### src/rtl/lbr_pkg.sv
// ============================================================================
// lbr_pkg - shared types for the Bresenham line raster unit
// Request operation codes used by the raster core and its testbench.
// ============================================================================
package lbr_pkg;

  // Request operation: load a new line, or emit the next pixel of it
  typedef enum logic {
    OP_LOAD = 1'b0,
    OP_STEP = 1'b1
  } lbr_op_t;

endpackage : lbr_pkg

### src/rtl/line_bresenham_raster_unit.sv
// ============================================================================
// line_bresenham_raster_unit - integer Bresenham line rasterizer, all octants
// Loads a line between two signed endpoints, then emits one pixel per step.
// ============================================================================
//
// A load request sets up a line between (start_x, start_y) and (end_x, end_y)
// and returns nothing; it replaces any line still in progress. Each step
// request returns one pixel of the line, in ascending order along the major
// axis (so the walk may begin at either endpoint), with last_pixel set on the
// final one. A step with no line in progress returns nothing. Equal endpoints
// give a single pixel flagged last. The unit takes one request per clock
// while the input does not stall: a request is captured in an input
// register, then one pass of combinational logic (octant reduction on load,
// or the decision update and octant mapping on step) writes the line state
// and the result register, so a pixel is presented from the result register
// once its step request has left the input register. The result register
// parts the two channels: a new request is taken while a pixel waits to be
// read, and the input stalls only when a captured step has a pixel to write
// and the result register is full and stalled.
//
module line_bresenham_raster_unit #(
  parameter int COORD_BITS = 12
) (
  input  logic                         clk,
  input  logic                         rst_n,
  // Request channel
  input  logic                         in_valid,
  output logic                         in_stall,
  input  logic                         in_operation,
  input  logic signed [COORD_BITS-1:0] in_start_x,
  input  logic signed [COORD_BITS-1:0] in_start_y,
  input  logic signed [COORD_BITS-1:0] in_end_x,
  input  logic signed [COORD_BITS-1:0] in_end_y,
  // Pixel channel
  output logic                         out_valid,
  input  logic                         out_stall,
  output logic signed [COORD_BITS-1:0] out_pixel_x,
  output logic signed [COORD_BITS-1:0] out_pixel_y,
  output logic                         out_last_pixel
);

  // Reduced coordinates need one extra bit (negating the most negative
  // value); the decision variable ranges over about +/- 2^(COORD_BITS+1).
  localparam int W = COORD_BITS + 1;
  localparam int D = COORD_BITS + 3;

  // --------------------------------------------------------------------------
  // Input register
  // --------------------------------------------------------------------------
  logic                         s1_valid_r;
  lbr_pkg::lbr_op_t             s1_op_r;
  logic signed [COORD_BITS-1:0] s1_sx_r, s1_sy_r, s1_ex_r, s1_ey_r;

  // Line state
  logic signed [W-1:0]          walk_x_r, walk_y_r, stop_x_r;
  logic signed [D-1:0]          decision_r;
  logic [COORD_BITS-1:0]        delta_major_r, delta_minor_r;
  logic                         axes_swapped_r, y_negated_r, line_active_r;

  // Result register
  logic                         out_valid_r;
  logic signed [COORD_BITS-1:0] out_pixel_x_r, out_pixel_y_r;
  logic                         out_last_pixel_r;

  logic in_take;
  logic s1_emit;
  logic s1_adv;

  // A captured step with a live line writes a pixel; everything else
  // retires without touching the result register.
  assign s1_emit  = (s1_op_r == lbr_pkg::OP_STEP) && line_active_r;
  assign s1_adv   = s1_valid_r && (!s1_emit || !out_valid_r || !out_stall);
  assign in_stall = s1_valid_r && !s1_adv;
  assign in_take  = in_valid && !in_stall;

  // --------------------------------------------------------------------------
  // Load path: reduce the line to the first octant
  // --------------------------------------------------------------------------
  logic signed [W-1:0]   ax, ay, bx, by;
  logic signed [W-1:0]   dx, dy, adx_w, ady_w;
  logic [COORD_BITS-1:0] adx, ady;
  logic                  ld_neg, ld_swap, ld_order;
  logic signed [W-1:0]   nay, nby;
  logic signed [W-1:0]   ra_x, ra_y, rb_x, rb_y;
  logic signed [W-1:0]   ld_walk_x, ld_walk_y, ld_stop_x;
  logic [COORD_BITS-1:0] ld_dmaj, ld_dmin;
  logic signed [D-1:0]   ld_decision;

  always_comb begin
    ax = {s1_sx_r[COORD_BITS-1], s1_sx_r};
    ay = {s1_sy_r[COORD_BITS-1], s1_sy_r};
    bx = {s1_ex_r[COORD_BITS-1], s1_ex_r};
    by = {s1_ey_r[COORD_BITS-1], s1_ey_r};
    dx = bx - ax;
    dy = by - ay;
    adx_w = dx[W-1] ? -dx : dx;
    ady_w = dy[W-1] ? -dy : dy;
    adx = adx_w[COORD_BITS-1:0];
    ady = ady_w[COORD_BITS-1:0];

    // Negative slope: mirror y so both deltas share a sign
    ld_neg = (dx[W-1] && !dy[W-1] && (dy != '0)) ||
             (dy[W-1] && !dx[W-1] && (dx != '0));
    nay = ld_neg ? -ay : ay;
    nby = ld_neg ? -by : by;

    // Steep line: walk along y instead
    ld_swap = adx < ady;
    ra_x = ld_swap ? nay : ax;
    ra_y = ld_swap ? ax  : nay;
    rb_x = ld_swap ? nby : bx;
    rb_y = ld_swap ? bx  : nby;

    // Walk from the endpoint with the smaller reduced x
    ld_order  = ra_x > rb_x;
    ld_walk_x = ld_order ? rb_x : ra_x;
    ld_walk_y = ld_order ? rb_y : ra_y;
    ld_stop_x = ld_order ? ra_x : rb_x;

    // Reduced deltas are the larger and smaller absolute deltas
    ld_dmaj = ld_swap ? ady : adx;
    ld_dmin = ld_swap ? adx : ady;
    ld_decision = D'({2'b00, ld_dmin, 1'b0}) - D'({3'b000, ld_dmaj});
  end

  // --------------------------------------------------------------------------
  // Step path: emit the current pixel and advance the decision variable
  // --------------------------------------------------------------------------
  logic                  st_last;
  logic                  st_ne;
  logic signed [W-1:0]   st_px, st_py, st_py_n;
  logic signed [D-1:0]   st_inc;

  always_comb begin
    st_last = walk_x_r >= stop_x_r;
    st_ne   = !decision_r[D-1] && (decision_r != '0);
    // North-east step shrinks the error, east step grows it
    st_inc  = st_ne ? (D'({2'b00, delta_minor_r, 1'b0}) - D'({2'b00, delta_major_r, 1'b0}))
                    : D'({2'b00, delta_minor_r, 1'b0});
    // Map back to the true octant
    st_px   = axes_swapped_r ? walk_y_r : walk_x_r;
    st_py   = axes_swapped_r ? walk_x_r : walk_y_r;
    st_py_n = y_negated_r ? -st_py : st_py;
  end

  // --------------------------------------------------------------------------
  // Registers
  // --------------------------------------------------------------------------
  // Control
  always_ff @(posedge clk) begin
    if (!rst_n) begin
      s1_valid_r    <= 1'b0;
      out_valid_r   <= 1'b0;
      line_active_r <= 1'b0;
    end else begin
      if (in_take) begin
        s1_valid_r <= 1'b1;
      end else if (s1_adv) begin
        s1_valid_r <= 1'b0;
      end

      if (s1_adv && s1_emit) begin
        out_valid_r <= 1'b1;
      end else if (!out_stall) begin
        out_valid_r <= 1'b0;
      end

      if (s1_adv) begin
        if (s1_op_r == lbr_pkg::OP_LOAD) begin
          line_active_r <= 1'b1;
        end else if (line_active_r && st_last) begin
          line_active_r <= 1'b0;
        end
      end
    end
  end

  // Captured request payload
  always_ff @(posedge clk) begin
    if (in_take) begin
      s1_op_r <= lbr_pkg::lbr_op_t'(in_operation);
      s1_sx_r <= in_start_x;
      s1_sy_r <= in_start_y;
      s1_ex_r <= in_end_x;
      s1_ey_r <= in_end_y;
    end
  end

  // Line state: replace on load, advance on an emitting step
  always_ff @(posedge clk) begin
    if (s1_adv) begin
      if (s1_op_r == lbr_pkg::OP_LOAD) begin
        walk_x_r       <= ld_walk_x;
        walk_y_r       <= ld_walk_y;
        stop_x_r       <= ld_stop_x;
        decision_r     <= ld_decision;
        delta_major_r  <= ld_dmaj;
        delta_minor_r  <= ld_dmin;
        axes_swapped_r <= ld_swap;
        y_negated_r    <= ld_neg;
      end else if (line_active_r) begin
        walk_x_r   <= walk_x_r + W'(1);
        decision_r <= decision_r + st_inc;
        if (st_ne) begin
          walk_y_r <= walk_y_r + W'(1);
        end
      end
    end
  end

  // Result payload
  always_ff @(posedge clk) begin
    if (s1_adv && s1_emit) begin
      out_pixel_x_r    <= st_px[COORD_BITS-1:0];
      out_pixel_y_r    <= st_py_n[COORD_BITS-1:0];
      out_last_pixel_r <= st_last;
    end
  end

  assign out_valid      = out_valid_r;
  assign out_pixel_x    = out_pixel_x_r;
  assign out_pixel_y    = out_pixel_y_r;
  assign out_last_pixel = out_last_pixel_r;

endmodule : line_bresenham_raster_unit

### config.mk
export PLATFORM = sky130hd
export DESIGN_NAME = line_bresenham_raster_unit
export DESIGN_NICKNAME = d
export VERILOG_FILES = /design/src/rtl/lbr_pkg.sv /design/src/rtl/line_bresenham_raster_unit.sv
export SDC_FILE = /design/constraint.sdc
export NUM_CORES = 1
export LEC_CHECK = 0
export ABC_CLOCK_PERIOD_IN_PS = 10200
export BUFFER_PORTS_ARGS = -buffer_cell sky130_fd_sc_hd__buf_4
export CAP_MARGIN = 5
export CELL_PAD_IN_SITES_DETAIL_PLACEMENT = 0
export CELL_PAD_IN_SITES_GLOBAL_PLACEMENT = 1
export CORE_ASPECT_RATIO = 2
export CORE_MARGIN = 2
export CORE_UTILIZATION = 40
export DETAILED_ROUTE_END_ITERATION = 8
export GPL_TIMING_DRIVEN = 0
export PLACE_DENSITY_LB_ADDON = 0.1
export SLEW_MARGIN = 20
export SYNTH_ARGS = -nofsm -noshare
export SYNTH_HDL_FRONTEND = slang
export SYNTH_SLANG_ARGS = --single-unit
### constraint.sdc
create_clock -name clk -period 10.2 [get_ports clk]
set_clock_uncertainty 0.15 [all_clocks]
set_input_delay 0.51 -clock clk [delete_from_list [all_inputs] [get_ports clk]]
set_output_delay 0.51 -clock clk [all_outputs]
set_load 0.05 [all_outputs]
==> metrics, run 1 <==
fill count 2979; Post-Syn Area 0.0123 mm2; cell types with the highest counts after synthesis 153 x edfxtp_1, 119 x inv_1, 111 x nor2_1, 101 x ha_1, 92 x a21oi_1; antenna violations before repair 0; ys async rst share 0%; synthesized flop and latch total 156; Synth Warn # 0; post-place instance area 0.0135 mm2; max-slew violations 0; Post-Synth XOR/XNOR Area 7.97%; # H-tree levels 4; cell with the most instances after synthesis edfxtp_1; drt pass-1 iters 4; port bufs 79; power per cell area 299 mW/mm2; Final TNS setup 0 ns; Post-CTS Hold Buffers 0; Net Switching 1920 uW; fraction of the cycle the final worst path needs 93.7%; Die H 252 um; Worst setup EP type register; RSZ-0062 raised after global routing no; I/O pins 80; Tot GR Track Use 23.7%; Setup crit start kind register; adder and majority cell fraction of the synthesized area 11.3%; share of the synthesized area in the top cell type 37.3%; Syn Inst Count 1282; GR Layer Usage met1 22.1%; area grow syn2layout 14.6%; clk sinks 156; WP data required 10.24 ns; Slew HR 40.2%; Reg area 0.00465 mm2; vias in the first global route 10200; RePlAce Congestion 0.923; Fmax achieved 0.105 GHz; gr ovfl total 0; switching part of the total 45.5%; simple-gate portion of the synthesized area 12.2%; first-pass GRT wire length 56.9 mm; grt peak-use layer met2; final WL 37.0 mm; post_cts resized 0; CTS clk-pin slew, worst paths 0.07 ns; hold_ws 0.0817 ns; leakage power 0.00596 uW; met3 usage 2.88%; initial core utilization 40.8%; Top FF cell, synth edfxtp_1; Clock Power Share 15.7%; outcome complete, no violations; CTS tree yes; post-synthesis compound-gate area fraction 16.9%; VDD IR-drop max 187 uV; sequential fraction of design power 22.0%; Max-Cap Viols 0; crit-path max FO 10; Synth Area per Inst 9.60 um2; CTS max path bufs 2; CP max stage cell a2111oi_0; Worst Path Arrival 9.59 ns; Tightest Pin Transition 0.897 ns; post-route cell area 0.0141 mm2; Tmin final 9.55 ns; Multi-input gate area 0.00700 mm2; DRC viols 0; Worst Slack Setup Final 0.647 ns; area of the die 0.0323 mm2; HPWL after DPL 31.1 mm; Net Count, Synth 1441; internal power 2300 uW; vias per cell 5.48; # Post-CTS Setup Buffers 0; Core Rows 90; nets 1543; Worst Hold Class in -> reg; Setup WS pre-CTS 0.599 ns; post-synthesis mux area share 8.20%; Worst Path Class, Setup reg -> reg; Clk Latency, worst-skew pair 0.45 ns; register area share after synthesis 37.8%; largest net degree at the start of global routing 31; clk root buf clkbuf_16; final hold vios 0; final setup violation count 0; Util after Layout 46.7%; synth unique cells 82; Routed WL per cell 20.9 um; Gate power share 62.3%; 1st-iter DRT viols 440; total core area 0.0302 mm2; ranking of synthesized cells by area edfxtp_1 37%, ha_1 10%, mux2i_1 4.8%, xnor2_1 4.1%, xor2_1 3.8%; die width 128 um; main combinational cell family by area after synthesis compound AO/OA/AOI/OAI gates; Num CTS Buffers 17; number of synthesized flops with an enable pin 153; Yosys top cell by area edfxtp_1; via count 9676; Global Route met2 Usage 46.4%; Diodes inserted 0; CP peak stage delay 0.76 ns; final antenna-violating net count 0; share of cells above drive strength 1 14.1%
-- area by class of cell --
| class | count | area share (%) |
|---|---|---|
| buffer | 48 | 1.69 |
| clock buffer | 17 | 3.02 |
| clock inverter | 15 | 1.37 |
| inverter | 120 | 3.19 |
| multi-input combinational | 958 | 49.7 |
| sequential | 156 | 33.0 |
| tap | 368 | 3.27 |
| timing repair buffer | 83 | 4.79 |
-- layer usage --
layer  part of all wire [%]  vias to the layer above
met5                      0                        -
met4                    7.8                        0
met3                    2.3                      101
met2                     56                      221
met1                     34                     4540
li1                       -                     4814
-- power groups by stage --
| stage | Sequential, uW | Combinational (uW) | Clock [uW] |
|---|---|---|---|
| after floorplan | 926 | 1960 | 0 |
| after global placement | 945 | 2600 | 0 |
| after detailed placement | 944 | 2620 | 0 |
| after CTS | 930 | 2640 | 676 |
| after global routing | 937 | 2930 | 699 |
| final | 930 | 2630 | 661 |
-- cell families after synthesis --
| group | Yosys count |
|---|---|
| compound gates | 321 |
| simple gates | 321 |
| buf+inv | 168 |
| flops | 156 |
| xor+xnor | 112 |
| fa+ha+maj | 109 |
| mux | 95 |
-- cells in the final DEF (no fill, tap or decap), types with 8 or more instances in the layout --
cell type	synthesis	final
o21a_1	13	13
clkbuf_1	29	29
a31oi_1	11	11
mux2i_1	59	59
buf_2	8	8
buf_4	3	83
a211oi_1	17	17
nand3_1	18	18
edfxtp_1	153	153
and2_1	8	8
clkbuf_16	0	17
o21ai_0	46	46
o21ai_1	28	27
o211ai_1	9	9
inv_1	119	119
xor2_1	54	54
nor2b_1	14	12
a21oi_1	92	91
nand2_1	85	85
mux2_2	30	30
o21bai_1	11	11
ha_1	101	101
xnor2_1	58	58
nand4_1	10	10
nor2_1	111	111
a21o_1	30	30
nand2b_1	17	17
nor3_1	25	25
-- state kept, by name, summed over array words and instances (netlist names), 12 cells and up --
register,count
s1_sy_r,12
out_pixel_y,12
stop_x_r,13
s1_ey_r,12
decision_r,15
delta_minor_r,12
s1_ex_r,12
out_pixel_x,12
delta_major_r,12
walk_y_r,12
s1_sx_r,12
walk_x_r,13
-- metrics by stage --
step,cells,power [uW]
final,1765,4220
after global routing,1765,4570
after CTS,1765,4250
after detailed placement,1733,3570
after global placement,1729,3550
after floorplan,1282,2880
-- critical path: cells and delay by family, from the launching register on --
| kind | cells | cell delay (ns) |
|---|---|---|
| buf+inv | 7 | 1.93 |
| simple gates | 5 | 0.78 |
| mux | 1 | 0.27 |
| fa+ha+maj | 6 | 1.97 |
| flops | 1 | 0.40 |
| compound gates | 18 | 3.78 |
-- path summary, 6_finish.rpt --
path                                              from                     end  slack [ns]  cells after the start
worst min-delay path                       in_end_y[0]    s1_ey_r[0]$_DFFE_PP_        0.08                      1
worst max register to register    s1_sy_r[9]$_DFFE_PP_   walk_y_r[8]$_DFFE_PP_        0.65                     37
worst max-delay path              s1_sy_r[9]$_DFFE_PP_   walk_y_r[8]$_DFFE_PP_        0.65                     37
worst min register to register  out_valid$_SDFFE_PN0P_  out_valid$_SDFFE_PN0P_        0.45                      2
Note: power is estimated with default switching activity, not from simulation.
==> run 2: changes to the inputs <==
- ABC_CLOCK_PERIOD_IN_PS: 10200 -> 8800
- BUFFER_PORTS_ARGS: -buffer_cell sky130_fd_sc_hd__buf_4 -> -buffer_cell sky130_fd_sc_hd__buf_2
- clock period: 10.2 -> 8.8 ns (I/O delays scaled with it)
==> run 2 against run 1 <==
  * Sequential share of layout area down 0.80 points
  * Fmax increased by 14%
  * Via count increased by 2.2%
==> metrics, run 2 (synthesis gave the netlist of run 1 again) <==
Worst Path Arrival 8.40 ns (was 9.59 ns); VDD IR-drop max 228 uV (was 187 uV); Tightest Pin Transition 0.922 ns (was 0.897 ns); total core area 0.0302 mm2 (unchanged); CP peak stage delay 0.43 ns (was 0.76 ns); final setup violation count 0 (unchanged); outcome complete, no violations (unchanged); via count 9887 (was 9676); HPWL after DPL 31.2 mm (was 31.1 mm); Num CTS Buffers 17 (unchanged); 1st-iter DRT viols 387 (was 440); leakage power 0.00613 uW (was 0.00596 uW); I/O pins 80 (unchanged); fraction of the cycle the final worst path needs 95.1% (was 93.7%); Tot GR Track Use 24.0% (was 23.7%); share of cells above drive strength 1 16.2% (was 14.1%); CTS tree yes (unchanged); Slew HR 38.5% (was 40.2%); Power, Total 4980 uW (was 4220 uW); CP max stage cell edfxtp_1 (was a2111oi_0); Fmax achieved 0.120 GHz (was 0.105 GHz); RSZ-0062 raised after global routing yes (was no); antenna violations before repair 0 (unchanged); Worst setup EP type register (unchanged); largest register by flop count decision_r (unchanged); final antenna-violating net count 0 (unchanged); first-pass GRT wire length 57.4 mm (was 56.9 mm); nets 1592 (was 1543); Clk Latency, worst-skew pair 0.45 ns (about the same); CTS clk-pin slew, worst paths 0.07 ns (about the same); area grow syn2layout 17.4% (was 14.6%); RePlAce Congestion 0.881 (was 0.923); WP data required 8.83 ns (was 10.24 ns); drt pass-1 iters 5 (was 4); CP delay by family, top compound AO/OA/AOI/OAI gates (unchanged); port bufs 79 (unchanged); most common cell after layout, fill and taps aside edfxtp_1 (unchanged); clk sinks 156 (unchanged); max reg flops 15 (unchanged); crit-path max FO 10 (unchanged); die width 128 um (unchanged); power per cell area 345 mW/mm2 (was 299 mW/mm2); most frequent cells in the layout 153 x edfxtp_1, 119 x inv_1, 111 x nor2_1, 100 x ha_1, 87 x buf_2 (was 153 x edfxtp_1, 119 x inv_1, 111 x nor2_1, 101 x ha_1, 91 x a21oi_1); DRC viols 0 (unchanged); Routed WL per cell 20.7 um (was 20.9 um); max-slew violations 0 (unchanged); initial core utilization 40.8% (unchanged); final WL 37.6 mm (was 37.0 mm); Core Rows 90 (unchanged); # H-tree levels 4 (unchanged); Max-Cap Viols 0 (unchanged); Largest regs decision_r: 15 flops, stop_x_r: 13 flops, walk_x_r: 13 flops (unchanged); crit path buf inv count 5 (was 7); Worst Hold Class in -> reg (unchanged); CTS max path bufs 2 (unchanged); Die H 252 um (unchanged); area of the die 0.0323 mm2 (unchanged); final hold vios 0 (unchanged); Worst Path Class, Setup reg -> reg (unchanged); Util after Layout 47.9% (was 46.7%); clk root buf clkbuf_16 (unchanged); Setup crit start kind register (unchanged); gr ovfl total 0 (unchanged); Diodes inserted 0 (unchanged); largest net degree at the start of global routing 31 (unchanged); Tmin final 8.37 ns (was 9.55 ns); vias in the first global route 10300 (was 10200); vias per cell 5.45 (was 5.48)
==> run 2: cell type report <==
cell class                      instances  area, um2
Fill cell                            2942      15700
Inverter                              120        450
Sequential cell                       156       4650
Timing Repair Buffer                  135        963
Tap cell                              368        460
Multi-Input combinational cell        958       7100
Clock inverter                         14        153
Buffer                                 45        244
Clock buffer                           18        429
==> run 2: stage by stage <==
step	cells	setup WS, ns	hold slack, ns	cell area (um2)	TNS, ns
finish	1814	0.432	0.0196	14500	0
detailed placement	1732	-0.861	0.446	13300	-25.34
global placement	1729	-0.804	0.388	13200	-22.89
floorplan	1282	0.994	0.366	12300	0
global route	1814	-0.0604	0.0115	14500	-0.154
CTS	1809	0.000194	0.00187	14300	0
==> run 2: final timing paths <==
path | from | to | slack [ns] | cells past startpoint
setup / recovery | s1_sx_r[0]$_DFFE_PP_ | walk_y_r[4]$_DFFE_PP_ | 0.43 | 37
hold / removal | in_start_y[9] | s1_sy_r[9]$_DFFE_PP_ | 0.02 | 1
setup reg to reg | s1_sx_r[0]$_DFFE_PP_ | walk_y_r[4]$_DFFE_PP_ | 0.43 | 37
hold reg to reg | line_active_r$_SDFFE_PN0P_ | line_active_r$_SDFFE_PN0P_ | 0.45 | 3
==> run 2: routing by layer <==
metal  up-vias  global-route usage (%)  share of wire (%)  routed length, um
met5         -                       0                  0                  0
met4         0                    16.2                6.7               2520
met3        91                    2.50                2.1                795
met2       203                    47.1                 57              21400
met1      4669                    22.6                 34              12900
li1       4924                       -                  -                  -
==> run 2: repair_timing <==
| item | 4_1_cts | 5_1_grt |
|---|---|---|
| endpoints found under the setup margin | 41 | 40 |
| endpoints found under the hold margin | 41 | 0 |
| cloned | 0 | 0 |
| resized for setup | 18 | 25 |
| buffers inserted | 5 | 7 |
| pin swaps | 3 | 5 |
| hold buffers | 41 | 0 |
==> run 2: power by group <==
part	leakage, uW	internal (uW)	switching (uW)	total (uW)
Clock	0.000288	402	343	745
Combinational	0.00439	1310	1850	3160
Sequential	0.00145	1020	58.7	1080
==> run 2: worst reg2reg max path: cells and delay by family, from the launching register on <==
kind / cells / cell delay [ns]
AO/OA/AOI/OAI: 19 / 3.58
flip-flops: 1 / 0.43
AND/OR/NAND/NOR: 6 / 0.78
buffers and inverters: 5 / 0.87
adder cells (fa/ha/maj): 7 / 2.31
